<file path="src/design/ppi_pkg.sv">
// Package for the planar pose integrator: payload structs, controller/datapath
// command and status types, multiplier widths and sine polynomial constants.
// No dependencies.
`default_nettype none

package ppi_pkg;

    localparam int ANGLE_BITS_DEF    = 16;
    localparam int POSITION_BITS_DEF = 32;

    localparam int CFG_IDX_W  = 2;
    localparam int CFG_DATA_W = 32;

    localparam logic [CFG_IDX_W-1:0] CFG_INIT_X       = 2'd0;
    localparam logic [CFG_IDX_W-1:0] CFG_INIT_Y       = 2'd1;
    localparam logic [CFG_IDX_W-1:0] CFG_INIT_HEADING = 2'd2;
    localparam logic [CFG_IDX_W-1:0] CFG_STEP_TIME    = 2'd3;

    // shared multiplier: signed A x signed B
    localparam int MUL_A_W = 34;
    localparam int MUL_B_W = 18;
    localparam int PROD_W  = MUL_A_W + MUL_B_W;

    // sine polynomial, Q.16
    localparam logic [16:0] SIN_A = 17'd102944;
    localparam logic [16:0] SIN_B = 17'd42048;
    localparam logic [16:0] SIN_C = 17'd4640;

    typedef struct packed {
        logic signed [31:0] vel_fwd;
        logic signed [31:0] vel_side;
        logic signed [23:0] turn_rate;
    } ppi_in_t;

    typedef struct packed {
        logic signed [31:0] pos_x;
        logic signed [31:0] pos_y;
        logic        [15:0] heading;
    } ppi_out_t;

    typedef enum logic [3:0] {
        MO_NONE,
        MO_ZZ,
        MO_CZ,
        MO_TZ2,
        MO_TZ,
        MO_VF_SN,
        MO_VS_SN,
        MO_VF_CS,
        MO_VS_CS,
        MO_RX_DT,
        MO_RY_DT,
        MO_WR_DT
    } ppi_mop_t;

    typedef struct packed {
        logic     load;
        logic     update;
        ppi_mop_t mul_op;
        logic     mul_ch;
        ppi_mop_t wb_op;
        logic     wb_ch;
    } ppi_cmd_t;

    typedef struct packed {
        logic out_busy;
    } ppi_stat_t;

endpackage

`default_nettype wire

</file>
<file path="src/design/planar_pose_integrator_core.sv">
// Planar pose integrator top level: controller plus datapath sharing one multiplier.
// Inputs are taken only in the idle state, so a new item is not accepted until the last is done.
// The single 34x18 multiplier forms 15 products in turn for each item.
// A waiting result holds only the final update step; the next item is not taken meanwhile.
// Reset (aresetn low, synchronous): pose and step time cleared to zero, no result pending.
`default_nettype none

module planar_pose_integrator_core
    import ppi_pkg::*;
#(
    parameter int ANGLE_BITS    = ANGLE_BITS_DEF,
    parameter int POSITION_BITS = POSITION_BITS_DEF
) (
    input  wire logic                  aclk,
    input  wire logic                  aresetn,
    input  wire logic                  s_valid,
    output logic                       s_ready,
    input  wire ppi_in_t               s_data,
    output logic                       m_valid,
    input  wire logic                  m_ready,
    output ppi_out_t                   m_data,
    input  wire logic                  cfg_we,
    input  wire logic [CFG_IDX_W-1:0]  cfg_index,
    input  wire logic [CFG_DATA_W-1:0] cfg_wdata
);

    ppi_cmd_t  cmd;
    ppi_stat_t stat;

    ppi_ctrl u_ctrl (
        .aclk    (aclk),
        .aresetn (aresetn),
        .s_valid (s_valid),
        .s_ready (s_ready),
        .stat    (stat),
        .cmd     (cmd)
    );

    ppi_datapath #(
        .ANGLE_BITS    (ANGLE_BITS),
        .POSITION_BITS (POSITION_BITS)
    ) u_datapath (
        .aclk      (aclk),
        .aresetn   (aresetn),
        .cmd       (cmd),
        .stat      (stat),
        .s_data    (s_data),
        .m_valid   (m_valid),
        .m_ready   (m_ready),
        .m_data    (m_data),
        .cfg_we    (cfg_we),
        .cfg_index (cfg_index),
        .cfg_wdata (cfg_wdata)
    );

    a_one_at_a_time: assert property (@(posedge aclk) disable iff (!aresetn)
        (s_valid && s_ready) |=> !s_ready)
        else $error("input taken while an item is in flight");

    a_no_overwrite: assert property (@(posedge aclk) disable iff (!aresetn)
        cmd.update |-> !(m_valid && !m_ready))
        else $error("pose update overwrote a pending result");

    a_update_shows: assert property (@(posedge aclk) disable iff (!aresetn)
        cmd.update |=> m_valid)
        else $error("pose update did not present a result");

endmodule

`default_nettype wire

</file>
<file path="src/design/ppi_ctrl.sv">
// Pose integrator controller: one-hot sequencer that issues multiplier and
// writeback commands to the datapath. Depends on ppi_pkg.
`default_nettype none

module ppi_ctrl
    import ppi_pkg::*;
(
    input  wire logic      aclk,
    input  wire logic      aresetn,
    input  wire logic      s_valid,
    output logic           s_ready,
    input  wire ppi_stat_t stat,
    output ppi_cmd_t       cmd
);

    typedef enum logic [5:0] {
        ST_IDLE  = 6'b000001,
        ST_SINE  = 6'b000010,
        ST_ROT   = 6'b000100,
        ST_SCALE = 6'b001000,
        ST_FLUSH = 6'b010000,
        ST_UPD   = 6'b100000
    } state_t;

    state_t     state_reg, state_next;
    logic [2:0] cnt_reg, cnt_next;
    ppi_mop_t   wb_op_reg;
    logic       wb_ch_reg;
    ppi_mop_t   mul_op;
    logic       mul_ch;

    assign s_ready = (state_reg == ST_IDLE);

    always_comb begin
        state_next = state_reg;
        cnt_next   = cnt_reg + 3'd1;
        mul_op     = MO_NONE;
        mul_ch     = 1'b0;
        unique case (state_reg)
            ST_IDLE: begin
                cnt_next = '0;
                if (s_valid) begin
                    state_next = ST_SINE;
                end
            end
            ST_SINE: begin
                mul_ch = cnt_reg[0];
                unique case (cnt_reg[2:1])
                    2'd0: mul_op = MO_ZZ;
                    2'd1: mul_op = MO_CZ;
                    2'd2: mul_op = MO_TZ2;
                    2'd3: mul_op = MO_TZ;
                    default: mul_op = MO_NONE;
                endcase
                if (cnt_reg == 3'd7) begin
                    state_next = ST_ROT;
                    cnt_next   = '0;
                end
            end
            ST_ROT: begin
                unique case (cnt_reg[1:0])
                    2'd0: mul_op = MO_VF_SN;
                    2'd1: mul_op = MO_VS_SN;
                    2'd2: mul_op = MO_VF_CS;
                    2'd3: mul_op = MO_VS_CS;
                    default: mul_op = MO_NONE;
                endcase
                if (cnt_reg[1:0] == 2'd3) begin
                    state_next = ST_SCALE;
                    cnt_next   = '0;
                end
            end
            ST_SCALE: begin
                unique case (cnt_reg[1:0])
                    2'd0: mul_op = MO_RX_DT;
                    2'd1: mul_op = MO_RY_DT;
                    default: mul_op = MO_WR_DT;
                endcase
                if (cnt_reg[1:0] == 2'd2) begin
                    state_next = ST_FLUSH;
                end
            end
            ST_FLUSH: begin
                state_next = ST_UPD;
            end
            ST_UPD: begin
                if (!stat.out_busy) begin
                    state_next = ST_IDLE;
                end
            end
            default: begin
                state_next = ST_IDLE;
            end
        endcase
    end

    always_ff @(posedge aclk) begin
        if (!aresetn) begin
            state_reg <= ST_IDLE;
            cnt_reg   <= '0;
            wb_op_reg <= MO_NONE;
            wb_ch_reg <= 1'b0;
        end else begin
            state_reg <= state_next;
            cnt_reg   <= cnt_next;
            wb_op_reg <= mul_op;
            wb_ch_reg <= mul_ch;
        end
    end

    always_comb begin
        cmd.load   = s_valid && s_ready;
        cmd.update = (state_reg == ST_UPD) && !stat.out_busy;
        cmd.mul_op = mul_op;
        cmd.mul_ch = mul_ch;
        cmd.wb_op  = wb_op_reg;
        cmd.wb_ch  = wb_ch_reg;
    end

endmodule

`default_nettype wire

</file>
<file path="src/design/ppi_datapath.sv">
// Pose integrator datapath: pose and step-time registers, sine/cosine chains,
// one shared multiplier with writeback, output register. Depends on ppi_pkg.
`default_nettype none

module ppi_datapath
    import ppi_pkg::*;
#(
    parameter int ANGLE_BITS    = ANGLE_BITS_DEF,
    parameter int POSITION_BITS = POSITION_BITS_DEF
) (
    input  wire logic                  aclk,
    input  wire logic                  aresetn,
    input  wire ppi_cmd_t              cmd,
    output ppi_stat_t                  stat,
    input  wire ppi_in_t               s_data,
    output logic                       m_valid,
    input  wire logic                  m_ready,
    output ppi_out_t                   m_data,
    input  wire logic                  cfg_we,
    input  wire logic [CFG_IDX_W-1:0]  cfg_index,
    input  wire logic [CFG_DATA_W-1:0] cfg_wdata
);

    localparam int QW   = ANGLE_BITS - 2;
    localparam int ZDN  = (ANGLE_BITS >= 18) ? ANGLE_BITS - 18 : 0;
    localparam int ZUP  = (ANGLE_BITS < 18) ? 18 - ANGLE_BITS : 0;
    localparam int SW   = ((POSITION_BITS > MUL_A_W) ? POSITION_BITS : MUL_A_W) + 1;
    localparam logic signed [SW-1:0] PMAX =
        {{(SW - POSITION_BITS + 1){1'b0}}, {(POSITION_BITS - 1){1'b1}}};
    localparam logic signed [SW-1:0] PMIN = ~PMAX;
    localparam logic [PROD_W:0] HALF = (PROD_W + 1)'(32768);

    function automatic logic signed [POSITION_BITS-1:0] sat_pos(
        input logic signed [SW-1:0] v
    );
        logic signed [POSITION_BITS-1:0] r;
        priority if (v > PMAX) begin
            r = PMAX[POSITION_BITS-1:0];
        end else if (v < PMIN) begin
            r = PMIN[POSITION_BITS-1:0];
        end else begin
            r = v[POSITION_BITS-1:0];
        end
        return r;
    endfunction

    // pose state
    logic signed [POSITION_BITS-1:0] cur_x_reg, cur_x_next;
    logic signed [POSITION_BITS-1:0] cur_y_reg, cur_y_next;
    logic        [ANGLE_BITS-1:0]    cur_h_reg, cur_h_next;
    logic        [15:0]              dt_reg, dt_next;
    logic                            m_valid_reg, m_valid_next;
    ppi_out_t                        out_reg;

    // work registers
    logic signed [31:0]        vf_reg, vs_reg;
    logic signed [23:0]        wr_reg;
    logic        [1:0]         quad_reg [2];
    logic        [16:0]        z_reg    [2];
    logic        [16:0]        z2_reg   [2];
    logic        [16:0]        t_reg    [2];
    logic signed [MUL_B_W-1:0] sc_reg   [2];
    logic        [PROD_W-1:0]  acc_x_reg, acc_y_reg;
    logic signed [MUL_A_W-1:0] rx_reg, ry_reg, dx_reg, dy_reg;
    logic signed [PROD_W-1:0]  prod_reg;

    logic signed [MUL_A_W-1:0] mul_a;
    logic signed [MUL_B_W-1:0] mul_b;
    logic        [QW-1:0]      frac;
    logic        [15:0]        z16;
    logic        [1:0]         quad_s, quad_c;
    logic        [16:0]        z_s, z_c;
    logic        [16:0]        p_hi;
    logic        [PROD_W:0]    sum_x, sum_y;
    logic        [PROD_W-1:0]  rnd_p;
    logic signed [SW-1:0]      sx, sy;

    // angle reduction for both chains
    always_comb begin
        frac   = cur_h_reg[QW-1:0];
        z16    = 16'(({16'b0, frac} >> ZDN) << ZUP);
        quad_s = cur_h_reg[ANGLE_BITS-1 -: 2];
        quad_c = quad_s + 2'd1;
        z_s    = quad_s[0] ? 17'h10000 - {1'b0, z16} : {1'b0, z16};
        z_c    = quad_c[0] ? 17'h10000 - {1'b0, z16} : {1'b0, z16};
    end

    // operand select
    always_comb begin
        mul_a = '0;
        mul_b = '0;
        unique case (cmd.mul_op)
            MO_ZZ: begin
                mul_a = {{(MUL_A_W-17){1'b0}}, z_reg[cmd.mul_ch]};
                mul_b = {1'b0, z_reg[cmd.mul_ch]};
            end
            MO_CZ: begin
                mul_a = {{(MUL_A_W-17){1'b0}}, SIN_C};
                mul_b = {1'b0, z2_reg[cmd.mul_ch]};
            end
            MO_TZ2: begin
                mul_a = {{(MUL_A_W-17){1'b0}}, t_reg[cmd.mul_ch]};
                mul_b = {1'b0, z2_reg[cmd.mul_ch]};
            end
            MO_TZ: begin
                mul_a = {{(MUL_A_W-17){1'b0}}, t_reg[cmd.mul_ch]};
                mul_b = {1'b0, z_reg[cmd.mul_ch]};
            end
            MO_VF_SN: begin
                mul_a = {{(MUL_A_W-32){vf_reg[31]}}, vf_reg};
                mul_b = sc_reg[0];
            end
            MO_VS_SN: begin
                mul_a = {{(MUL_A_W-32){vs_reg[31]}}, vs_reg};
                mul_b = sc_reg[0];
            end
            MO_VF_CS: begin
                mul_a = {{(MUL_A_W-32){vf_reg[31]}}, vf_reg};
                mul_b = sc_reg[1];
            end
            MO_VS_CS: begin
                mul_a = {{(MUL_A_W-32){vs_reg[31]}}, vs_reg};
                mul_b = sc_reg[1];
            end
            MO_RX_DT: begin
                mul_a = rx_reg;
                mul_b = {2'b00, dt_reg};
            end
            MO_RY_DT: begin
                mul_a = ry_reg;
                mul_b = {2'b00, dt_reg};
            end
            MO_WR_DT: begin
                mul_a = {{(MUL_A_W-24){wr_reg[23]}}, wr_reg};
                mul_b = {2'b00, dt_reg};
            end
            default: begin
                mul_a = '0;
                mul_b = '0;
            end
        endcase
    end

    // writeback arithmetic on the registered product
    always_comb begin
        p_hi  = prod_reg[32:16];
        sum_x = {prod_reg[PROD_W-1], prod_reg} - {acc_x_reg[PROD_W-1], acc_x_reg} + HALF;
        sum_y = {prod_reg[PROD_W-1], prod_reg} + {acc_y_reg[PROD_W-1], acc_y_reg} + HALF;
        rnd_p = prod_reg + HALF[PROD_W-1:0];
    end

    always_ff @(posedge aclk) begin
        prod_reg <= mul_a * mul_b;
        if (cmd.load) begin
            vf_reg      <= s_data.vel_fwd;
            vs_reg      <= s_data.vel_side;
            wr_reg      <= s_data.turn_rate;
            quad_reg[0] <= quad_s;
            quad_reg[1] <= quad_c;
            z_reg[0]    <= z_s;
            z_reg[1]    <= z_c;
        end
        unique case (cmd.wb_op)
            MO_ZZ:    z2_reg[cmd.wb_ch] <= p_hi;
            MO_CZ:    t_reg[cmd.wb_ch]  <= SIN_B - p_hi;
            MO_TZ2:   t_reg[cmd.wb_ch]  <= SIN_A - p_hi;
            MO_TZ:    sc_reg[cmd.wb_ch] <= quad_reg[cmd.wb_ch][1] ? -$signed({1'b0, p_hi})
                                                                  : $signed({1'b0, p_hi});
            MO_VF_SN: acc_y_reg <= prod_reg;
            MO_VS_SN: acc_x_reg <= prod_reg;
            MO_VF_CS: rx_reg    <= sum_x[16 +: MUL_A_W];
            MO_VS_CS: ry_reg    <= sum_y[16 +: MUL_A_W];
            MO_RX_DT: dx_reg    <= rnd_p[16 +: MUL_A_W];
            MO_RY_DT: dy_reg    <= rnd_p[16 +: MUL_A_W];
            default: ;
        endcase
    end

    // pose update, configuration and output register
    always_comb begin
        cur_x_next   = cur_x_reg;
        cur_y_next   = cur_y_reg;
        cur_h_next   = cur_h_reg;
        dt_next      = dt_reg;
        m_valid_next = m_valid_reg && !m_ready;
        sx = SW'(cur_x_reg) + SW'(dx_reg);
        sy = SW'(cur_y_reg) + SW'(dy_reg);
        if (cmd.wb_op == MO_WR_DT) begin
            cur_h_next = cur_h_reg + rnd_p[16 +: ANGLE_BITS];
        end
        if (cmd.update) begin
            cur_x_next   = sat_pos(sx);
            cur_y_next   = sat_pos(sy);
            m_valid_next = 1'b1;
        end
        if (cfg_we) begin
            unique case (cfg_index)
                CFG_INIT_X:       cur_x_next = sat_pos(SW'($signed(cfg_wdata)));
                CFG_INIT_Y:       cur_y_next = sat_pos(SW'($signed(cfg_wdata)));
                CFG_INIT_HEADING: cur_h_next = ANGLE_BITS'(cfg_wdata[15:0]);
                CFG_STEP_TIME:    dt_next    = cfg_wdata[15:0];
                default: ;
            endcase
        end
    end

    always_ff @(posedge aclk) begin
        if (!aresetn) begin
            cur_x_reg   <= '0;
            cur_y_reg   <= '0;
            cur_h_reg   <= '0;
            dt_reg      <= '0;
            m_valid_reg <= 1'b0;
        end else begin
            cur_x_reg   <= cur_x_next;
            cur_y_reg   <= cur_y_next;
            cur_h_reg   <= cur_h_next;
            dt_reg      <= dt_next;
            m_valid_reg <= m_valid_next;
        end
    end

    always_ff @(posedge aclk) begin
        if (cmd.update) begin
            out_reg.pos_x   <= 32'(cur_x_next);
            out_reg.pos_y   <= 32'(cur_y_next);
            out_reg.heading <= 16'(cur_h_reg);
        end
    end

    assign m_valid       = m_valid_reg;
    assign m_data        = out_reg;
    assign stat.out_busy = m_valid_reg && !m_ready;

endmodule

`default_nettype wire
</file>
<file path="config.mk">
export PLATFORM = sky130hd
export DESIGN_NAME = planar_pose_integrator_core
export DESIGN_NICKNAME = d
export VERILOG_FILES = /design/src/design/ppi_pkg.sv /design/src/design/planar_pose_integrator_core.sv /design/src/design/ppi_ctrl.sv /design/src/design/ppi_datapath.sv
export SDC_FILE = /design/constraint.sdc
export NUM_CORES = 2
export LEC_CHECK = 0
export ABC_CLOCK_PERIOD_IN_PS = 12220
export BUFFER_PORTS_ARGS = -buffer_cell sky130_fd_sc_hd__buf_2
export CAP_MARGIN = 20
export CORE_MARGIN = 10
export CORE_UTILIZATION = 55
export DETAILED_ROUTE_END_ITERATION = 10
export GPL_TIMING_DRIVEN = 0
export PLACE_DENSITY = 0.8
export SYNTH_ARGS = -nofsm -noshare
export SYNTH_HDL_FRONTEND = slang
export SYNTH_SLANG_ARGS = --single-unit
export TNS_END_PERCENT = 50
</file>
<file path="constraint.sdc">
create_clock -name aclk -period 12.22 [get_ports aclk]
set_clock_uncertainty 0.2 [all_clocks]
set_input_delay 1.833 -clock aclk [delete_from_list [all_inputs] [get_ports aclk]]
set_output_delay 1.833 -clock aclk [all_outputs]
set_load 0.03 [all_outputs]
</file>
==> impl_metrics.toml <==
[outcome]
outcome = "finished, final reports clean"

[grt]
grt_max_degree = 90
grt_pass1_vias = 43200
grt.busiest_layer = "met2"
grt_overflow_total = 0
grt_use_total_pct = 30.4
use_met2_pct = 46.9
grt_antenna_before_repair = 7
grt_first_pass_wirelength_um = 264000
grtUsageMet1_pct = 37.5
grtUsageMet3_pct = 9.35

[timing]
slew_viol_final = 0
min_period_over_period_pct = 97.5
slew_headroom_pct = 8.40
max_freq_ghz = 0.0839
min_period_ps = 11920
rsz0062_at_grt = "no"
setup_violations = 0
tightestPinTransition_ps = 1370
tns_ps = 0
final_hold_viol_count = 0

[route]
route.detailed.drc = 0
vias = 42600
wl_per_cell_um = 24.7
drtAntennaViolNets = 0
drt_iter0_markers = 4410
dr.pass1.iters = 8
viasPerCell = 5.96
routed_wl_um = 177000

[power]
ir_drop_uv = 176
leakage_nw = 27.9
power.density_mw_per_mm2 = 95.7

[cts]
clk_pin_slew_ps = 60
cts_htree_levels = 3
clk_latency_ps = 690
cts_buffers = 78
cts_buffer_depth = 3
cts_tree = "done"
cts-root-buf = "clkbuf_16"
cts.sink_count = 701

[synth]
avgSynthCellArea_um2 = 10.3
ys_ff_latch = 701
ys.flop_type = "edfxtp_1"
yosys.area_share.simple_pct = 12.4
synth_fa_ha_area_share_pct = 29.9
synth_cell_types = 100
synth-xor-area-share_pct = 4.10
synth_top_family_by_area = "adder cells"
yosysTopAreaCell = "edfxtp_1"
yosys-top-cells-area = "edfxtp_1 (29%), fa_1 (21%), ha_1 (9.3%), dfxtp_1 (5.8%), inv_1 (5.6%)"
synth_seq_area_share_pct = 34.9
synth_warnings = 0
syn-num-nets = 6530
syn_inst = 5414
synth.top_cell.area_share_pct = 29.0
yosys-mux-area-fraction_pct = 1.36
netlist_area_mm2 = 0.0557
synth_compound_area_share_pct = 10.3
async_flop_share_pct = 0
synth-edff-count = 539

[critical_path]
cp_slowest_cell = "clkbuf_1"
cp-start-kind = "flop"
r2r-start = "u_ctrl.state_reg[4]"
critPathKind = "reg2reg"
cp-end-kind = "flop"
startpoint = "u_ctrl.state_reg[4]"
worst_ep_required_time_ps = 12560
path_max_fanout = 10
cp.arrival_ps = 12260
cpPeakStageDelay_ps = 680
cp_common_cell = "fa_1"

[cells_and_area]
num-nets-final = 6849
final_area_mm2 = 0.0617
area_delta_synth_final_pct = 10.7
drive_gt1_share_pct = 9.24
n_fill_cell = 8005
largest_register_ffs = 80

[placement]
dpl_cell_area_mm2 = 0.0589
portBuffers = 207
post-dp-hpwl_um = 140000
gp_congestion = 1.05

[floorplan]
fp.dieW_um = 338
fp-row-count = 116
fp.dieArea_mm2 = 0.114
die_h_um = 338
fp.coreArea_mm2 = 0.100
start_util_pct = 55.6
io_pins = 209

[worst_hold_path]
hold_path_class = "reg2reg"
worstHoldStart = "u_datapath.dt_reg[14]"

[run]
cap_viol_max_count = 0
==> cells by family (layout without fill, tap and decap cells) <==
family                     after synthesis  in the layout
adders and majority gates              989            989
xor gates and xnor gates               261            261
AOI/OAI and AO/OA                      836            836
other                                    0              3
muxes                                   73             73
and+or+nand+nor                       1529           1529
DFF                                    701            701
buffers and inverters                 1025           1409
==> routing by layer <==
metal,wire (um),up-vias
met5,17,-
met4,12600,2
met3,21400,661
met2,78400,2556
met1,64700,20800
li1,-,18600
==> power breakdown <==
| group | total [W] | internal, W | switching (W) |
|---|---|---|---|
| combinational | 0.000672 | 0.000219 | 0.000453 |
| clock | 0.00247 | 0.00144 | 0.00103 |
| sequential | 0.00276 | 0.00267 | 0.0000925 |
==> layout by cell type (no fill, tap or decap), types with 16 or more instances in the layout <==
cell type	n
a211oi_1	18
xor2_1	68
clkbuf_16	82
mux2_2	20
a31oi_1	33
nor3_1	44
o211ai_1	23
o21ai_0	117
nor2b_1	54
nor2_1	520
o21bai_1	25
edfxtp_1	539
nand3_1	80
and2_1	85
a21oi_1	237
buf_2	267
or3_1	16
a221oi_1	33
a21o_1	87
inv_1	826
buf_4	22
ha_1	415
and3_1	33
a22oi_1	32
nand2_1	528
clkbuf_1	134
o21a_1	39
xnor2_1	193
mux2i_1	53
fa_1	574
dfxtp_1	162
nand2b_1	59
a21boi_0	24
==> critical path, delay by kind of cell, from the launching register on <==
kind                       cells  cell delay [ps]
DFF                            1              290
and+or+nand+nor                7             1880
AOI/OAI and AO/OA             10             3510
xor gates and xnor gates       1              150
buffers and inverters         10             2360
adders and majority gates      7             3360
==> repair_timing <==
| item | 4_1_cts | 5_1_grt |
|---|---|---|
| hold buffers | 0 | 0 |
| setup endpoints to repair | 0 | 4 |
| resized for setup | 0 | 3 |
| setup buffers | 0 | 2 |
==> synthesized netlist by cell type, types with 33 or more instances <==
cell type and count:
inv_1 826, a221oi_1 33, a21oi_1 237, xnor2_1 193, and2_1 86, mux2i_1 53
o21a_1 39, nor2b_1 54, and3_1 33, nor2_1 526, clkbuf_1 125, fa_1 574
dfxtp_1 162, nand3_1 80, nand2_1 528, a31oi_1 33, buf_2 60, nor3_1 45
edfxtp_1 539, ha_1 415, a21o_1 87, nand2b_1 59, o21ai_0 117, xor2_1 68
==> per-stage QoR <==
| stage | util, % | setup slack [ps] | instances | total power (W) | hold WS [ps] |
|---|---|---|---|---|---|
| floorplan | - | 3180 | 5414 | 0.00315 | 235 |
| finish | 61.5 | 304 | 7158 | 0.00591 | 275 |
| global placement | 58.3 | 320 | 6978 | 0.00343 | 258 |
| CTS | 61.5 | 184 | 7150 | 0.00589 | 275 |
| detailed placement | 58.8 | 267 | 7005 | 0.00344 | 266 |
| global route | 61.5 | 128 | 7155 | 0.00605 | 305 |
==> cell type report <==
| cell class | count | area [um2] | share of cell area [%] |
|---|---|---|---|
| antenna | 3 | 7.51 | 0.0122 |
| buffer | 195 | 837 | 1.36 |
| clock buffer | 102 | 2240 | 3.62 |
| clock inverter | 43 | 490 | 0.795 |
| inverter | 830 | 3120 | 5.06 |
| multi-input combinational | 3688 | 32500 | 52.6 |
| sequential | 701 | 19400 | 31.5 |
| tap | 1357 | 1700 | 2.75 |
| timing repair buffer | 239 | 1420 | 2.30 |
==> final timing paths <==
| check | to | slack [ps] | cells past startpoint |
|---|---|---|---|
| worst max-delay path | u_datapath.prod_reg[48] | 300 | 35 |
| worst min-delay path | u_datapath.dt_reg[14] | 280 | 2 |
| worst max register to register | u_datapath.prod_reg[48] | 300 | 35 |
| worst min register to register | u_datapath.dt_reg[14] | 280 | 2 |
(Power assumes the default switching activity.)
